--- config.mk ---
export PLATFORM = sky130hd
export DESIGN_NAME = motor_inductance_pulse_identifier
export DESIGN_NICKNAME = d
export VERILOG_FILES = /design/src/rtl/mipi_pkg.sv /design/src/rtl/mipi_serial_mul.sv /design/src/rtl/mipi_serial_div.sv /design/src/rtl/motor_inductance_pulse_identifier.sv
export SDC_FILE = /design/constraint.sdc
export NUM_CORES = 2
export LEC_CHECK = 0
export BUFFER_PORTS_ARGS = -buffer_cell sky130_fd_sc_hd__buf_2
export CORE_ASPECT_RATIO = 0.8
export CORE_UTILIZATION = 30
export CTS_CLUSTER_SIZE = 40
export DETAILED_ROUTE_END_ITERATION = 8
export HOLD_SLACK_MARGIN = 0.12
export PLACE_DENSITY = 0.43
export SLEW_MARGIN = 20
export SYNTH_ARGS = -nofsm -noshare
export SYNTH_HDL_FRONTEND = slang
export SYNTH_SLANG_ARGS = --single-unit
--- constraint.sdc ---
create_clock -name clk -period 8.3 [get_ports clk]
set_input_delay 0.83 -clock clk [delete_from_list [all_inputs] [get_ports clk]]
set_output_delay 0.83 -clock clk [all_outputs]
set_load 0.01 [all_outputs]
--- src/rtl/mipi_pkg.sv ---
// Package for the motor inductance pulse identifier: phase, fault and
// sequencer codes, register indexes, default parameters and port widths.
// Used by the top module; depends on nothing.
package mipi_pkg;

  localparam int CURRENT_BITS_DEF = 16;
  localparam int TICK_BITS_DEF    = 16;

  // Result item: 234 bits of fields, padded to whole bytes.
  localparam int OUT_DATA_W = 240;
  localparam int IN_USER_W  = 2;
  localparam int PADDR_W    = 5;

  typedef enum logic [2:0] {
    PH_IDLE  = 3'd0,
    PH_REST  = 3'd1,
    PH_PULSE = 3'd2,
    PH_DONE  = 3'd3,
    PH_FAULT = 3'd4
  } phase_t;

  typedef enum logic [1:0] {
    FLT_NONE      = 2'd0,
    FLT_BAD_CFG   = 2'd1,
    FLT_OVERCUR   = 2'd2,
    FLT_NO_SAMPLE = 2'd3
  } fault_t;

  typedef enum logic [3:0] {
    SQ_IDLE,
    SQ_EVAL,
    SQ_DROP,
    SQ_EFF,
    SQ_LMUL,
    SQ_LDIV,
    SQ_NEXT,
    SQ_FDIV_D,
    SQ_FDIV_Q,
    SQ_FDIV_S,
    SQ_FWB,
    SQ_PUSH
  } seq_t;

  localparam logic [2:0] REG_TEST_VOLTAGE   = 3'd0;
  localparam logic [2:0] REG_PULSE_LENGTH   = 3'd1;
  localparam logic [2:0] REG_REST_LENGTH    = 3'd2;
  localparam logic [2:0] REG_PAIRS_PER_AXIS = 3'd3;
  localparam logic [2:0] REG_PULSE_GAIN     = 3'd4;
  localparam logic [2:0] REG_MIN_DELTA      = 3'd5;
  localparam logic [2:0] REG_PHASE_RES      = 3'd6;
  localparam logic [2:0] REG_CURRENT_LIMIT  = 3'd7;

endpackage

--- src/rtl/mipi_serial_mul.sv ---
// Bit-serial shift-add multiplier: one multiplier bit per cycle.
// Unsigned operands; product valid with the done pulse. Uses no package items.
module mipi_serial_mul #(
  parameter int A_W = 32,
  parameter int B_W = 19
) (
  input  logic               clk,
  input  logic               rst,
  input  logic               start,
  input  logic [A_W-1:0]     a,
  input  logic [B_W-1:0]     b,
  output logic               done,
  output logic [A_W+B_W-1:0] product
);

  localparam int CW = $clog2(B_W + 1);

  logic [A_W-1:0]     a_r;
  logic [A_W+B_W-1:0] prod;
  logic [A_W+B_W-1:0] prod_next;
  logic [A_W:0]       part;
  logic [CW-1:0]      cnt;
  logic               busy;

  always_comb begin
    part      = {1'b0, prod[A_W+B_W-1:B_W]} + (prod[0] ? {1'b0, a_r} : {(A_W+1){1'b0}});
    prod_next = {part, prod[B_W-1:1]};
  end

  always_ff @(posedge clk) begin
    if (rst) begin
      busy <= 1'b0;
      done <= 1'b0;
      cnt  <= '0;
    end else begin
      done <= 1'b0;
      if (start) begin
        busy <= 1'b1;
        cnt  <= CW'(B_W);
      end else if (busy) begin
        cnt <= cnt - CW'(1);
        if (cnt == CW'(1)) begin
          busy <= 1'b0;
          done <= 1'b1;
        end
      end
    end
  end

  always_ff @(posedge clk) begin
    if (start) begin
      a_r  <= a;
      prod <= {{A_W{1'b0}}, b};
    end else if (busy) begin
      prod <= prod_next;
    end
  end

  assign product = prod;

endmodule

--- src/rtl/mipi_serial_div.sv ---
// Restoring radix-2 divider: one quotient bit per cycle.
// Unsigned; divisor must be nonzero. Uses no package items.
module mipi_serial_div #(
  parameter int D_W = 51,
  parameter int V_W = 17
) (
  input  logic           clk,
  input  logic           rst,
  input  logic           start,
  input  logic [D_W-1:0] dividend,
  input  logic [V_W-1:0] divisor,
  output logic           done,
  output logic [D_W-1:0] quotient
);

  localparam int CW = $clog2(D_W + 1);

  logic [V_W-1:0] div_r;
  logic [V_W-1:0] rem;
  logic [D_W-1:0] quo;
  logic [V_W:0]   r_sh;
  logic [V_W:0]   r_sub;
  logic           ge;
  logic [CW-1:0]  cnt;
  logic           busy;

  always_comb begin
    r_sh  = {rem, quo[D_W-1]};
    r_sub = r_sh - {1'b0, div_r};
    ge    = (r_sh >= {1'b0, div_r});
  end

  always_ff @(posedge clk) begin
    if (rst) begin
      busy <= 1'b0;
      done <= 1'b0;
      cnt  <= '0;
    end else begin
      done <= 1'b0;
      if (start) begin
        busy <= 1'b1;
        cnt  <= CW'(D_W);
      end else if (busy) begin
        cnt <= cnt - CW'(1);
        if (cnt == CW'(1)) begin
          busy <= 1'b0;
          done <= 1'b1;
        end
      end
    end
  end

  always_ff @(posedge clk) begin
    if (start) begin
      div_r <= divisor;
      rem   <= '0;
      quo   <= dividend;
    end else if (busy) begin
      rem <= ge ? r_sub[V_W-1:0] : r_sh[V_W-1:0];
      quo <= {quo[D_W-2:0], ge};
    end
  end

  assign quotient = quo;

endmodule

--- src/rtl/motor_inductance_pulse_identifier.sv ---
// Inductance identifier top: APB registers, run sequencer and sample datapath;
// depends on mipi_pkg, mipi_serial_mul and mipi_serial_div.
// One transaction at a time: a plain tick passes EVAL and PUSH, which shows
// m_tvalid and reopens the input; PUSH waits while an unaccepted result is held.
// A pulse end adds up to two serial multiplies and a divide, and a run end up to
// three more divides. Sync reset clears run and results; regs default.
module motor_inductance_pulse_identifier #(
  parameter int CURRENT_BITS = mipi_pkg::CURRENT_BITS_DEF,
  parameter int TICK_BITS    = mipi_pkg::TICK_BITS_DEF
) (
  input  logic                               clk,
  input  logic                               rst,
  input  logic                               s_tvalid,
  output logic                               s_tready,
  // [CB-1:0] id_current, [2CB-1:CB] iq_current, rest zero
  input  logic [((2*CURRENT_BITS+7)/8)*8-1:0] s_tdata,
  // [0] opcode, [1] dual_axis
  input  logic [mipi_pkg::IN_USER_W-1:0]     s_tuser,
  output logic                               m_tvalid,
  input  logic                               m_tready,
  // [16:0] vd_reference, [33:17] vq_reference, [36:34] phase_code,
  // [38:37] fault_code, [39] axis_now, [71:40] d_inductance,
  // [103:72] q_inductance, [135:104] mean_inductance,
  // [168:136] saliency_difference, [184:169] mean_current_step,
  // [201:185] last_current_step, [233:202] last_sample_value, rest zero
  output logic [mipi_pkg::OUT_DATA_W-1:0]    m_tdata,
  input  logic                               psel,
  input  logic                               penable,
  input  logic                               pwrite,
  input  logic [mipi_pkg::PADDR_W-1:0]       paddr,
  input  logic [31:0]                        pwdata,
  output logic [31:0]                        prdata,
  output logic                               pready
);

  localparam int CB   = CURRENT_BITS;
  localparam int TB   = TICK_BITS;
  localparam int AW   = CB + 1;
  localparam int EW   = ((CB + 2 > 17) ? CB + 2 : 17) + 1;
  localparam int PW   = 32 + EW;
  localparam int XW   = CB + 18;
  localparam int KW   = (AW > 15) ? AW : 15;
  localparam int TW   = (TB > 16) ? TB : 16;
  localparam int DW   = PW;
  localparam int VW   = AW;
  localparam int SSW  = CB + 11;
  localparam int PADW = mipi_pkg::OUT_DATA_W - 234;

  // configuration registers
  logic [15:0] test_voltage, pulse_length, rest_length, winding_res;
  logic [7:0]  pairs_per_axis;
  logic [31:0] pulse_gain;
  logic [14:0] min_step, current_limit;
  logic [2:0]  reg_idx;
  logic        cfg_wr;

  assign pready  = 1'b1;
  assign reg_idx = paddr[4:2];
  assign cfg_wr  = psel & penable & pwrite & pready;

  always_ff @(posedge clk) begin
    if (rst) begin
      test_voltage   <= 16'd0;
      pulse_length   <= 16'd1;
      rest_length    <= 16'd0;
      pairs_per_axis <= 8'd1;
      pulse_gain     <= 32'd0;
      min_step       <= 15'd0;
      winding_res    <= 16'd0;
      current_limit  <= 15'd0;
    end else if (cfg_wr) begin
      case (reg_idx)
        mipi_pkg::REG_TEST_VOLTAGE:   test_voltage   <= pwdata[15:0];
        mipi_pkg::REG_PULSE_LENGTH:   pulse_length   <= pwdata[15:0];
        mipi_pkg::REG_REST_LENGTH:    rest_length    <= pwdata[15:0];
        mipi_pkg::REG_PAIRS_PER_AXIS: pairs_per_axis <= pwdata[7:0];
        mipi_pkg::REG_PULSE_GAIN:     pulse_gain     <= pwdata;
        mipi_pkg::REG_MIN_DELTA:      min_step       <= pwdata[14:0];
        mipi_pkg::REG_PHASE_RES:      winding_res    <= pwdata[15:0];
        mipi_pkg::REG_CURRENT_LIMIT:  current_limit  <= pwdata[14:0];
        default: ;
      endcase
    end
  end

  always_comb begin
    case (reg_idx)
      mipi_pkg::REG_TEST_VOLTAGE:   prdata = {16'd0, test_voltage};
      mipi_pkg::REG_PULSE_LENGTH:   prdata = {16'd0, pulse_length};
      mipi_pkg::REG_REST_LENGTH:    prdata = {16'd0, rest_length};
      mipi_pkg::REG_PAIRS_PER_AXIS: prdata = {24'd0, pairs_per_axis};
      mipi_pkg::REG_PULSE_GAIN:     prdata = pulse_gain;
      mipi_pkg::REG_MIN_DELTA:      prdata = {17'd0, min_step};
      mipi_pkg::REG_PHASE_RES:      prdata = {16'd0, winding_res};
      mipi_pkg::REG_CURRENT_LIMIT:  prdata = {17'd0, current_limit};
      default:                      prdata = 32'd0;
    endcase
  end

  // sequencer and run state
  mipi_pkg::seq_t   seq, seq_next;
  mipi_pkg::phase_t phase;
  mipi_pkg::fault_t fault;
  logic             axis, neg, dual;
  logic [TB-1:0]    tick_count, tick_next;
  logic [7:0]       pair_idx, pc_inc;
  logic signed [CB-1:0] pulse_base;
  logic [40:0]      sum_d, sum_q;
  logic [8:0]       count_d, count_q;
  logic [SSW-1:0]   step_sum;
  logic [9:0]       step_count;
  logic [31:0]      ld, lq, lmean, lastsample;
  logic signed [32:0] diff;
  logic [15:0]      stepmean;
  logic signed [16:0] laststep;

  // latched item and sample registers
  logic             op_r, dual_in_r;
  logic signed [CB-1:0] id_r, iq_r;
  logic signed [AW-1:0] d_r;
  logic [AW-1:0]    absd_r;
  logic             se_neg_r;
  logic signed [EW-1:0] drop_r;

  // combinational sample path
  logic             accept, bad_cfg, active, overcur;
  logic             rest_end, pulse_end, pre_reject, eff_reject, q_reject;
  logic             more_pairs, to_q, no_sample;
  logic signed [CB-1:0] cur;
  logic [AW-1:0]    id_ext, iq_ext, abs_id, abs_iq, absd_w, abs_se;
  logic signed [AW-1:0] d_w, se_w;
  logic signed [XW-1:0] x_w, xr_w;
  logic signed [EW-1:0] drop_w, v_w, eff_w;
  logic [EW-1:0]    abse_w;
  logic signed [16:0] v_out;

  // shared serial units
  logic             mul_start, mul_done, div_start, div_done;
  logic [31:0]      mul_a;
  logic [EW-1:0]    mul_b;
  logic [PW-1:0]    mul_prod;
  logic [DW-1:0]    div_num, div_quo;
  logic [VW-1:0]    div_den;

  assign s_tready = (seq == mipi_pkg::SQ_IDLE);
  assign accept   = s_tvalid & s_tready;

  always_comb begin
    bad_cfg = (test_voltage == 16'd0) || (pulse_length == 16'd0) ||
              (pairs_per_axis == 8'd0) || (pulse_gain == 32'd0);
    active  = (phase == mipi_pkg::PH_REST) || (phase == mipi_pkg::PH_PULSE);
    id_ext  = AW'(id_r);
    iq_ext  = AW'(iq_r);
    abs_id  = id_ext[AW-1] ? (~id_ext + 1'b1) : id_ext;
    abs_iq  = iq_ext[AW-1] ? (~iq_ext + 1'b1) : iq_ext;
    overcur = (current_limit != 15'd0) &&
              ((KW'(abs_id) > KW'(current_limit)) || (KW'(abs_iq) > KW'(current_limit)));
    tick_next = tick_count + TB'(1);
    rest_end  = TW'(tick_next) >= TW'(rest_length);
    pulse_end = TW'(tick_next) >= TW'(pulse_length);
    cur     = axis ? iq_r : id_r;
    d_w     = AW'(cur) - AW'(pulse_base);
    se_w    = AW'(cur) + AW'(pulse_base);
    absd_w  = d_w[AW-1] ? (~d_w + 1'b1) : d_w;
    abs_se  = se_w[AW-1] ? (~se_w + 1'b1) : se_w;
    pre_reject = (d_w == '0) || (KW'(absd_w) < KW'(min_step));
    // resistive drop, floor((R*(Is+Ie) + 2^16) / 2^17)
    x_w    = se_neg_r ? -$signed(mul_prod[XW-1:0]) : $signed(mul_prod[XW-1:0]);
    xr_w   = x_w + XW'(32'sd65536);
    drop_w = EW'(xr_w >>> 17);
    v_w    = neg ? -EW'($signed({1'b0, test_voltage})) : EW'($signed({1'b0, test_voltage}));
    eff_w  = v_w - drop_r;
    abse_w = eff_w[EW-1] ? (~eff_w + 1'b1) : eff_w;
    eff_reject = (eff_w == '0) || (eff_w[EW-1] != d_r[AW-1]);
    q_reject   = (div_quo[DW-1:32] != '0) || (div_quo[31:0] == 32'd0);
    pc_inc     = pair_idx + 8'd1;
    more_pairs = pc_inc < pairs_per_axis;
    to_q       = !axis && dual;
    no_sample  = (count_d == 9'd0) || (dual && (count_q == 9'd0));
    v_out      = neg ? -17'($signed({1'b0, test_voltage})) : 17'($signed({1'b0, test_voltage}));
  end

  always_ff @(posedge clk) begin
    if (rst) begin
      seq <= mipi_pkg::SQ_IDLE;
    end else begin
      seq <= seq_next;
    end
  end

  always_comb begin
    seq_next  = seq;
    mul_start = 1'b0;
    div_start = 1'b0;
    mul_a     = pulse_gain;
    mul_b     = abse_w;
    div_num   = mul_prod;
    div_den   = absd_r;
    case (seq)
      mipi_pkg::SQ_IDLE: begin
        if (accept) seq_next = mipi_pkg::SQ_EVAL;
      end
      mipi_pkg::SQ_EVAL: begin
        mul_a = {16'd0, winding_res};
        mul_b = EW'(abs_se);
        if (!op_r && active && !overcur && (phase == mipi_pkg::PH_PULSE) && pulse_end) begin
          if (pre_reject) begin
            seq_next = mipi_pkg::SQ_NEXT;
          end else begin
            mul_start = 1'b1;
            seq_next  = mipi_pkg::SQ_DROP;
          end
        end else begin
          seq_next = mipi_pkg::SQ_PUSH;
        end
      end
      mipi_pkg::SQ_DROP: begin
        if (mul_done) seq_next = mipi_pkg::SQ_EFF;
      end
      mipi_pkg::SQ_EFF: begin
        if (eff_reject) begin
          seq_next = mipi_pkg::SQ_NEXT;
        end else begin
          mul_start = 1'b1;
          seq_next  = mipi_pkg::SQ_LMUL;
        end
      end
      mipi_pkg::SQ_LMUL: begin
        if (mul_done) begin
          div_start = 1'b1;
          seq_next  = mipi_pkg::SQ_LDIV;
        end
      end
      mipi_pkg::SQ_LDIV: begin
        if (div_done) seq_next = mipi_pkg::SQ_NEXT;
      end
      mipi_pkg::SQ_NEXT: begin
        div_num = DW'(sum_d) + DW'(count_d >> 1);
        div_den = VW'(count_d);
        if (!neg || more_pairs || to_q || no_sample) begin
          seq_next = mipi_pkg::SQ_PUSH;
        end else begin
          div_start = 1'b1;
          seq_next  = mipi_pkg::SQ_FDIV_D;
        end
      end
      mipi_pkg::SQ_FDIV_D: begin
        if (dual) begin
          div_num = DW'(sum_q) + DW'(count_q >> 1);
          div_den = VW'(count_q);
        end else begin
          div_num = DW'(step_sum) + DW'(step_count >> 1);
          div_den = VW'(step_count);
        end
        if (div_done) begin
          if (dual) begin
            div_start = 1'b1;
            seq_next  = mipi_pkg::SQ_FDIV_Q;
          end else if (step_count != 10'd0) begin
            div_start = 1'b1;
            seq_next  = mipi_pkg::SQ_FDIV_S;
          end else begin
            seq_next = mipi_pkg::SQ_FWB;
          end
        end
      end
      mipi_pkg::SQ_FDIV_Q: begin
        div_num = DW'(step_sum) + DW'(step_count >> 1);
        div_den = VW'(step_count);
        if (div_done) begin
          if (step_count != 10'd0) begin
            div_start = 1'b1;
            seq_next  = mipi_pkg::SQ_FDIV_S;
          end else begin
            seq_next = mipi_pkg::SQ_FWB;
          end
        end
      end
      mipi_pkg::SQ_FDIV_S: begin
        if (div_done) seq_next = mipi_pkg::SQ_FWB;
      end
      mipi_pkg::SQ_FWB: begin
        seq_next = mipi_pkg::SQ_PUSH;
      end
      mipi_pkg::SQ_PUSH: begin
        if (!m_tvalid || m_tready) seq_next = mipi_pkg::SQ_IDLE;
      end
      default: seq_next = mipi_pkg::SQ_IDLE;
    endcase
  end

  mipi_serial_mul #(.A_W(32), .B_W(EW)) u_mul (
    .clk     (clk),
    .rst     (rst),
    .start   (mul_start),
    .a       (mul_a),
    .b       (mul_b),
    .done    (mul_done),
    .product (mul_prod)
  );

  mipi_serial_div #(.D_W(DW), .V_W(VW)) u_div (
    .clk      (clk),
    .rst      (rst),
    .start    (div_start),
    .dividend (div_num),
    .divisor  (div_den),
    .done     (div_done),
    .quotient (div_quo)
  );

  // latched item and sample operands
  always_ff @(posedge clk) begin
    if (accept) begin
      op_r      <= s_tuser[0];
      dual_in_r <= s_tuser[1];
      id_r      <= $signed(s_tdata[CB-1:0]);
      iq_r      <= $signed(s_tdata[2*CB-1:CB]);
    end
    if (seq == mipi_pkg::SQ_EVAL) begin
      d_r      <= d_w;
      absd_r   <= absd_w;
      se_neg_r <= se_w[AW-1];
    end
    if ((seq == mipi_pkg::SQ_DROP) && mul_done) drop_r <= drop_w;
  end

  always_ff @(posedge clk) begin
    if (rst) begin
      phase <= mipi_pkg::PH_IDLE;
      fault <= mipi_pkg::FLT_NONE;
      axis <= 1'b0; neg <= 1'b0; dual <= 1'b0;
      tick_count <= '0; pair_idx <= 8'd0; pulse_base <= '0;
      sum_d <= '0; sum_q <= '0; count_d <= '0; count_q <= '0;
      step_sum <= '0; step_count <= '0;
      ld <= '0; lq <= '0; lmean <= '0; diff <= '0;
      stepmean <= '0; laststep <= '0; lastsample <= '0;
      m_tvalid <= 1'b0;
      m_tdata  <= '0;
    end else begin
      if (m_tvalid && m_tready && (seq != mipi_pkg::SQ_PUSH)) m_tvalid <= 1'b0;
      case (seq)
        mipi_pkg::SQ_EVAL: begin
          if (op_r) begin
            // start: clear the run and check configuration
            axis <= 1'b0; neg <= 1'b0; dual <= dual_in_r;
            tick_count <= '0; pair_idx <= 8'd0; pulse_base <= '0;
            sum_d <= '0; sum_q <= '0; count_d <= '0; count_q <= '0;
            step_sum <= '0; step_count <= '0;
            ld <= '0; lq <= '0; lmean <= '0; diff <= '0;
            stepmean <= '0; laststep <= '0; lastsample <= '0;
            if (bad_cfg) begin
              fault <= mipi_pkg::FLT_BAD_CFG;
              phase <= mipi_pkg::PH_FAULT;
            end else begin
              fault <= mipi_pkg::FLT_NONE;
              phase <= mipi_pkg::PH_REST;
            end
          end else if (active) begin
            if (overcur) begin
              fault <= mipi_pkg::FLT_OVERCUR;
              phase <= mipi_pkg::PH_FAULT;
            end else if (phase == mipi_pkg::PH_REST) begin
              if (rest_end) begin
                tick_count <= '0;
                pulse_base <= cur;
                phase      <= mipi_pkg::PH_PULSE;
              end else begin
                tick_count <= tick_next;
              end
            end else begin
              tick_count <= tick_next;
              if (pulse_end) laststep <= 17'(d_w);
            end
          end
        end
        mipi_pkg::SQ_LDIV: begin
          if (div_done && !q_reject) begin
            lastsample <= div_quo[31:0];
            if (!axis) begin
              sum_d   <= sum_d + 41'(div_quo[31:0]);
              count_d <= count_d + 9'd1;
            end else begin
              sum_q   <= sum_q + 41'(div_quo[31:0]);
              count_q <= count_q + 9'd1;
            end
            step_sum   <= step_sum + SSW'(absd_r);
            step_count <= step_count + 10'd1;
          end
        end
        mipi_pkg::SQ_NEXT: begin
          tick_count <= '0;
          if (!neg) begin
            neg   <= 1'b1;
            phase <= mipi_pkg::PH_REST;
          end else begin
            neg      <= 1'b0;
            pair_idx <= pc_inc;
            if (more_pairs) begin
              phase <= mipi_pkg::PH_REST;
            end else if (to_q) begin
              axis     <= 1'b1;
              pair_idx <= 8'd0;
              phase    <= mipi_pkg::PH_REST;
            end else if (no_sample) begin
              fault <= mipi_pkg::FLT_NO_SAMPLE;
              phase <= mipi_pkg::PH_FAULT;
            end
          end
        end
        mipi_pkg::SQ_FDIV_D: begin
          if (div_done) ld <= div_quo[31:0];
        end
        mipi_pkg::SQ_FDIV_Q: begin
          if (div_done) lq <= div_quo[31:0];
        end
        mipi_pkg::SQ_FDIV_S: begin
          if (div_done) begin
            stepmean <= (div_quo[DW-1:16] != '0) ? 16'hFFFF : div_quo[15:0];
          end
        end
        mipi_pkg::SQ_FWB: begin
          if (dual) begin
            lmean <= 32'(({1'b0, ld} + {1'b0, lq}) >> 1);
            diff  <= $signed({1'b0, lq}) - $signed({1'b0, ld});
          end else begin
            lq    <= ld;
            lmean <= ld;
            diff  <= '0;
          end
          phase <= mipi_pkg::PH_DONE;
        end
        mipi_pkg::SQ_PUSH: begin
          if (!m_tvalid || m_tready) begin
            m_tvalid <= 1'b1;
            m_tdata  <= {{PADW{1'b0}}, lastsample, laststep, stepmean, diff, lmean, lq, ld,
                         axis, fault, phase,
                         ((phase == mipi_pkg::PH_PULSE) && axis)  ? v_out : 17'sd0,
                         ((phase == mipi_pkg::PH_PULSE) && !axis) ? v_out : 17'sd0};
          end
        end
        default: ;
      endcase
    end
  end

endmodule
# Word-level counts from Yosys, hierarchy flattened
# Cells that the tools add are included.
# word_totals
reg_bits	1021
out_inout_bits	275
elab_cells	390
# op_classes
addsub	29
n_lt_le_gt_ge	7
n_eq_ne	50
muxes	149
bitwise	10
n_reduce_logical	90
# ops
operator	count
32-bit one-hot mux with 8 select lines	1
16-bit two-way mux	15
17-bit two-way mux	13
41-bit two-way mux	5
32-bit two-way mux	6
32-bit one-hot mux with 2 select lines	3
41-bit one-hot mux with 2 select lines	2
51-bit one-hot mux with 3 select lines	1
51-bit two-way mux	2
32-bit one-hot mux with 3 select lines	1
19-bit two-way mux	5
41-bit by 8-bit adder with 42-bit output	2
41-bit by 32-bit adder with 41-bit output	2
17-bit by 1-bit adder with 17-bit output, second input constant	4
17-bit NOT	4
32-bit by 32-bit adder with 33-bit output	2
33-bit two-way mux	2
33-bit one-hot mux with 2 select lines	1
32-bit logical NOT	2
16-bit one-hot mux with 2 select lines	2
27-bit two-way mux	2
27-bit one-hot mux with 2 select lines	1
17-bit one-hot mux with 3 select lines	1
4-bit one-hot mux with 12 select lines	1
other kinds (84)	255

# Depth between registers and ports, before layout
# logic_depth
ltp_word	13
depth_mapped	32
depth_no_buf	28

# Modules after synthesis
# A second synthesis with hierarchy kept.
# hier_totals
hier_cells	7327
area_unflattened_um2	59996.3
# by_module_without_submodules
module	instances	cells_each	area_per_inst_um2	seq_area_each_um2
motor_inductance_pulse_identifier	1	6435	50114.3	17156.5
mipi_serial_mul	1	501	5203.7	2312.2
mipi_serial_div	1	391	4678.2	2542.4

# Worst setup path after synthesis
# Ideal clock, no wire load.
# synth_path
path_kind	reg-to-reg
from	register axis
to	register u_mul.prod[0], in the netlist u_mul.product[0] (enable)
setup_ns	0.337
arrival_ns	6.092
t_required_ns	7.963
path_slack_ns	1.871
path_stages_with_launch	27
n_path_buf	4
synth_period_minus_slack_ns	6.429
cell_sequence	dfxtp_1 clkbuf_1 buf_1 mux2_2 ha_1 clkbuf_1 nand4_1 nor3_1 o41ai_1 nor3b_2 o311ai_1 o21ba_2 clkbuf_1 nor2_1 xnor2_1 ha_1 a21o_1 a21oi_1 o21ai_0 a2111oi_0 nor2_1 a2111oi_0 nand2_1 o32ai_2 a22oi_2 a22oi_4 or2b_1
# synth_via
elab_chain_len	11
word_cells_on_any_way	12
classes_between	2 x add/sub; 1 x order compare; 5 x mux; 1 x bitwise; 3 x reduce/logical
# synth_rtl
element	line	text
start: declaration	motor_inductance_pulse_identifier.sv:104	logic axis, neg, dual;
start signal: assignment	motor_inductance_pulse_identifier.sv:332	axis <= 1'b0; neg <= 1'b0; dual <= 1'b0;
start signal: assignment	motor_inductance_pulse_identifier.sv:346	axis <= 1'b0; neg <= 1'b0; dual <= dual_in_r;
start signal: assignment	motor_inductance_pulse_identifier.sv:402	axis <= 1'b1;
16-bit two-way mux (*)	motor_inductance_pulse_identifier.sv:161	cur = axis ? iq_r : id_r;
16-bit by 16-bit subtractor with 17-bit output (*)	motor_inductance_pulse_identifier.sv:162	d_w = AW'(cur) - AW'(pulse_base);
17-bit NOT	motor_inductance_pulse_identifier.sv:164	absd_w = d_w[AW-1] ? (~d_w + 1'b1) : d_w;
17-bit by 1-bit adder with 17-bit output	motor_inductance_pulse_identifier.sv:164	
17-bit two-way mux (*)	motor_inductance_pulse_identifier.sv:164	
net absd_w[3]	motor_inductance_pulse_identifier.sv:130	logic [AW-1:0] id_ext, iq_ext, abs_id, abs_iq, absd_w, abs_se;
17-bit by 15-bit < comparator with 1-bit output (*)	motor_inductance_pulse_identifier.sv:166	pre_reject = (d_w == '0) || (KW'(absd_w) < KW'(min_step));
1-bit logical OR (*)	motor_inductance_pulse_identifier.sv:166	
1-bit two-way mux (*)	motor_inductance_pulse_identifier.sv:207	if (pre_reject) begin
1-bit two-way mux (*)	motor_inductance_pulse_identifier.sv:206	if (!op_r && active && !overcur && (phase == mipi_pkg::PH_PULSE) && pulse_end) begin
1-bit one-hot mux with 2 select lines (*)	motor_inductance_pulse_identifier.sv:199	case (seq)
2-bit nonzero test (no line) (*)	-	
end signal: assignment	mipi_serial_mul.sv:53	prod <= {{A_W{1'b0}}, b};
end signal: assignment	mipi_serial_mul.sv:55	prod <= prod_next;
end: declaration	mipi_serial_mul.sv:19	logic [A_W+B_W-1:0] prod;
# The timed path passes the listed nets; every way through them passes the cells marked *.
# A chain may end at the register's enable or synchronous reset.

# Worst setup path in the final report
# layout_path
from	register id_r[1]
to	register u_mul.prod[50], in the netlist u_mul.product[50]
# layout_via
word_cells_on_any_way	21
classes_between	3 x add/sub; 2 x order compare; 6 x mux; 2 x bitwise; 8 x reduce/logical
# layout_lines
element	line	text
start: declaration	motor_inductance_pulse_identifier.sv:119	logic signed [CB-1:0] id_r, iq_r;
start signal: assignment	motor_inductance_pulse_identifier.sv:317	id_r <= $signed(s_tdata[CB-1:0]);
16-bit two-way mux (*)	motor_inductance_pulse_identifier.sv:161	
16-bit by 16-bit subtractor with 17-bit output (*)	motor_inductance_pulse_identifier.sv:162	
17-bit NOT	motor_inductance_pulse_identifier.sv:164	
17-bit by 1-bit adder with 17-bit output	motor_inductance_pulse_identifier.sv:164	
17-bit two-way mux (*)	motor_inductance_pulse_identifier.sv:164	
net absd_w[4]	motor_inductance_pulse_identifier.sv:130	
17-bit by 15-bit < comparator with 1-bit output (*)	motor_inductance_pulse_identifier.sv:166	
1-bit logical OR (*)	motor_inductance_pulse_identifier.sv:166	
1-bit two-way mux (*)	motor_inductance_pulse_identifier.sv:207	
1-bit two-way mux (*)	motor_inductance_pulse_identifier.sv:206	
1-bit one-hot mux with 2 select lines (*)	motor_inductance_pulse_identifier.sv:199	
# Marked as above.

==> metrics.yaml <==
cells_and_area:
  syn2layout_area_growth_pct: 14.1
  drive_gt1_frac: 0.104
  final_nets: 7847
  layout_commonest_cell: "nand2_1"
  final_cells: 10100
  seq_area_mm2: 0.0220
  final_cell_mix: "1,119 x nand2_1, 831 x a21oi_1, 813 x dfxtp_1"
  multi_input_area_mm2: 0.0346
  nFillCells: 20500
critical_path:
  cpMaxStageDelayCell: "o21ai_0"
  max_stage_delay_ns: 0.64
  crit_type: "flip-flop to flip-flop"
  r2r.worst_path.cells: 27
  cp.required_ns: 8.97
  crit_buf_inv: 5
  worstSetupStartpointType: "flip-flop"
  cp.arrival_ns: 8.04
  cp_top_family: "compound AO/OA/AOI/OAI gates"
  cp_max_fo: 52
  endpoint_kind: "flip-flop"
  path_depth: 27
grt:
  grtUsageTotal: 0.216
  grt_pass1_vias: 50000
  antenna_found_initial: 7
  grt_max_degree: 195
  overflow: 0
  grt_first_pass_wirelength_mm: 330
worst_hold_path:
  min_delay_path_depth: 1
  hp-class: "input port to flip-flop"
route:
  via_count: 53400
  final_antenna_net_count: 0
  routedWlPerCell_um: 22.1
  drt_iter0_markers: 4482
  avgViaCountPerCell: 5.31
  finalWirelength_mm: 222
  drc: 0
  first_pass_iters: 9
synth:
  yosys.area.top_type: "dfxtp_1"
  synth_top_area_frac: 0.276
  ys_async_sr_fraction: 0
  ys_ff_latch: 1005
  ys_seq_area_frac: 0.371
  syn-cell-area_mm2: 0.0593
  synthTopCellsByArea: "dfxtp_1 28%, edfxtp_1 9.6%, ha_1 7.8%"
  synth_cell_types: 122
  synth-edff-count: 189
  yosysWarnings: 0
  syn_area_per_cell_um2: 8.17
  syn_inst: 7252
  synth_flop_cell: "dfxtp_1"
cts:
  clkLatencyLatePin_ns: 0.78
  cts_buffers: 119
  cts_tree: "done"
  htreeDepth: 3
  clock_sinks: 1005
  clockBufferDepth: 3
  path_clk_slew_ns: 0.06
  cts_hold_buf: 0
  clockRootBuffer: "clkbuf_16"
power_and_ir_drop:
  ir_worst_vdd_uv: 181
  power.density_mw_per_mm2: 249
  p_leak_nw: 26.1
  power_w: 0.0168
timing:
  skew_ns: 0.0475
  finalHoldViolations: 0
  fin_crit_ns: 7.38
  worst_pin_slew_ns: 1.16
  setup_viol: 0
  setup_tns_ns: 0
  slew_violations: 0
  rsz0062_at_grt: "false"
  fmaxAchievable_mhz: 136
  relSlewSlack: 0.228
  period_share: 0.889
outcome:
  status: "complete, no violations"
floorplanning:
  dieHeight_um: 400
  start_util: 0.303
  fp.coreArea_mm2: 0.196
  fp-row-count: 145
  die_area_mm2: 0.199
  io_pins: 353
  die_w_um: 499
place:
  dp_hpwl_mm: 164
  dp_cells: 9836
  io_buffers: 343
  place.gp.congestion: 0.910
job:
  drv_cap: 0
-- Yosys cell counts (all sizes together), types with 15 or more instances --
library cell	count
nor4	62
or4	15
xnor2	312
nand2b	63
mux2	38
o31a	15
nor3	136
a22o	15
a221oi	34
a211oi	92
o41ai	17
clkbuf	375
a31oi	43
inv	285
o21a	44
edfxtp	189
dfxtp	816
a21oi	831
nor2	635
a222oi	15
o31ai	33
nor2b	60
nand3	229
a21o	107
o22ai	24
buf	50
o21ai	254
or3	47
mux2i	93
and2	75
a311oi	19
a22oi	152
o21bai	41
ha	371
nand4	49
nand2	1122
nand3b	20
or2	19
xor2	154
and3	84
o211ai	36
-- logic make-up (layout without fill, tap and decap cells) --
kind of cell | after synthesis | in the layout | share of synthesized area
other | 2 | 13 | 0.000127
adders and majority gates | 385 | 385 | 0.0829
xor gates and xnor gates | 466 | 466 | 0.0695
and+or+nand+nor | 2660 | 2660 | 0.203
buffers and inverters | 714 | 940 | 0.0474
DFF | 1005 | 1005 | 0.371
muxes | 141 | 141 | 0.0274
AOI/OAI and AO/OA | 1879 | 1879 | 0.198
-- final timing paths --
kind | to | slack [ns] | startpoint
max | u_mul.product[50] | 0.92 | id_r[1]
min | iq_r[11] | 0.25 | s_tdata[27]
min reg2reg | m_tdata[201] | 0.44 | laststep[16]
max reg2reg | u_mul.product[50] | 0.92 | id_r[1]
-- where the power goes --
| group | internal [W] | switching, W |
|---|---|---|
| Clock | 0.00335 | 0.00233 |
| Combinational | 0.00192 | 0.00334 |
| Sequential | 0.00536 | 0.000497 |
-- per-stage QoR --
step | hold slack [ns] | setup WS, ns | area (um^2) | util
CTS | 0.171 | 0.804 | 67600 | 0.345
global placement | 0.436 | 0.838 | 63400 | 0.324
finish | 0.248 | 0.922 | 67600 | 0.345
global route | 0.186 | 0.189 | 67600 | 0.345
detailed placement | 0.433 | 0.850 | 63400 | 0.324
floorplan | 0.415 | 1.87 | 59300 | -
-- metal layers --
metal  vias to the layer above  part of all wire  global-route usage
met5                         -                 0                   0
met4                         0             0.016              0.0386
met3                       215             0.060              0.0329
met2                      1403              0.42               0.316
met1                     26000              0.51               0.331
li1                      25900                 -                   -
-- layout make-up --
cell class,instances,share of cell area
clock buffer,174,0.0539
tap,2572,0.0476
inverter,289,0.0161
timing repair buffer,432,0.0360
multi-input combinational,5538,0.512
clock inverter,45,0.00855
sequential,1005,0.326
antenna,6,0.000222
-- sequential cells by signal, indices dropped and copies added (netlist names), 33 cells and up --
name and flops:
diff 33, m_tdata 234, u_mul.product 51, sum_d 41, sum_q 41, u_div.quotient 51
-- what timing repair did --
item | 4_1_cts | 5_1_grt
gates resized for setup | 0 | 1
endpoints found under the hold margin | 0 | 0
buffers inserted | 0 | 0
setup endpoints to repair | 0 | 1
No activity file was read; power rests on OpenSTA's default activity.
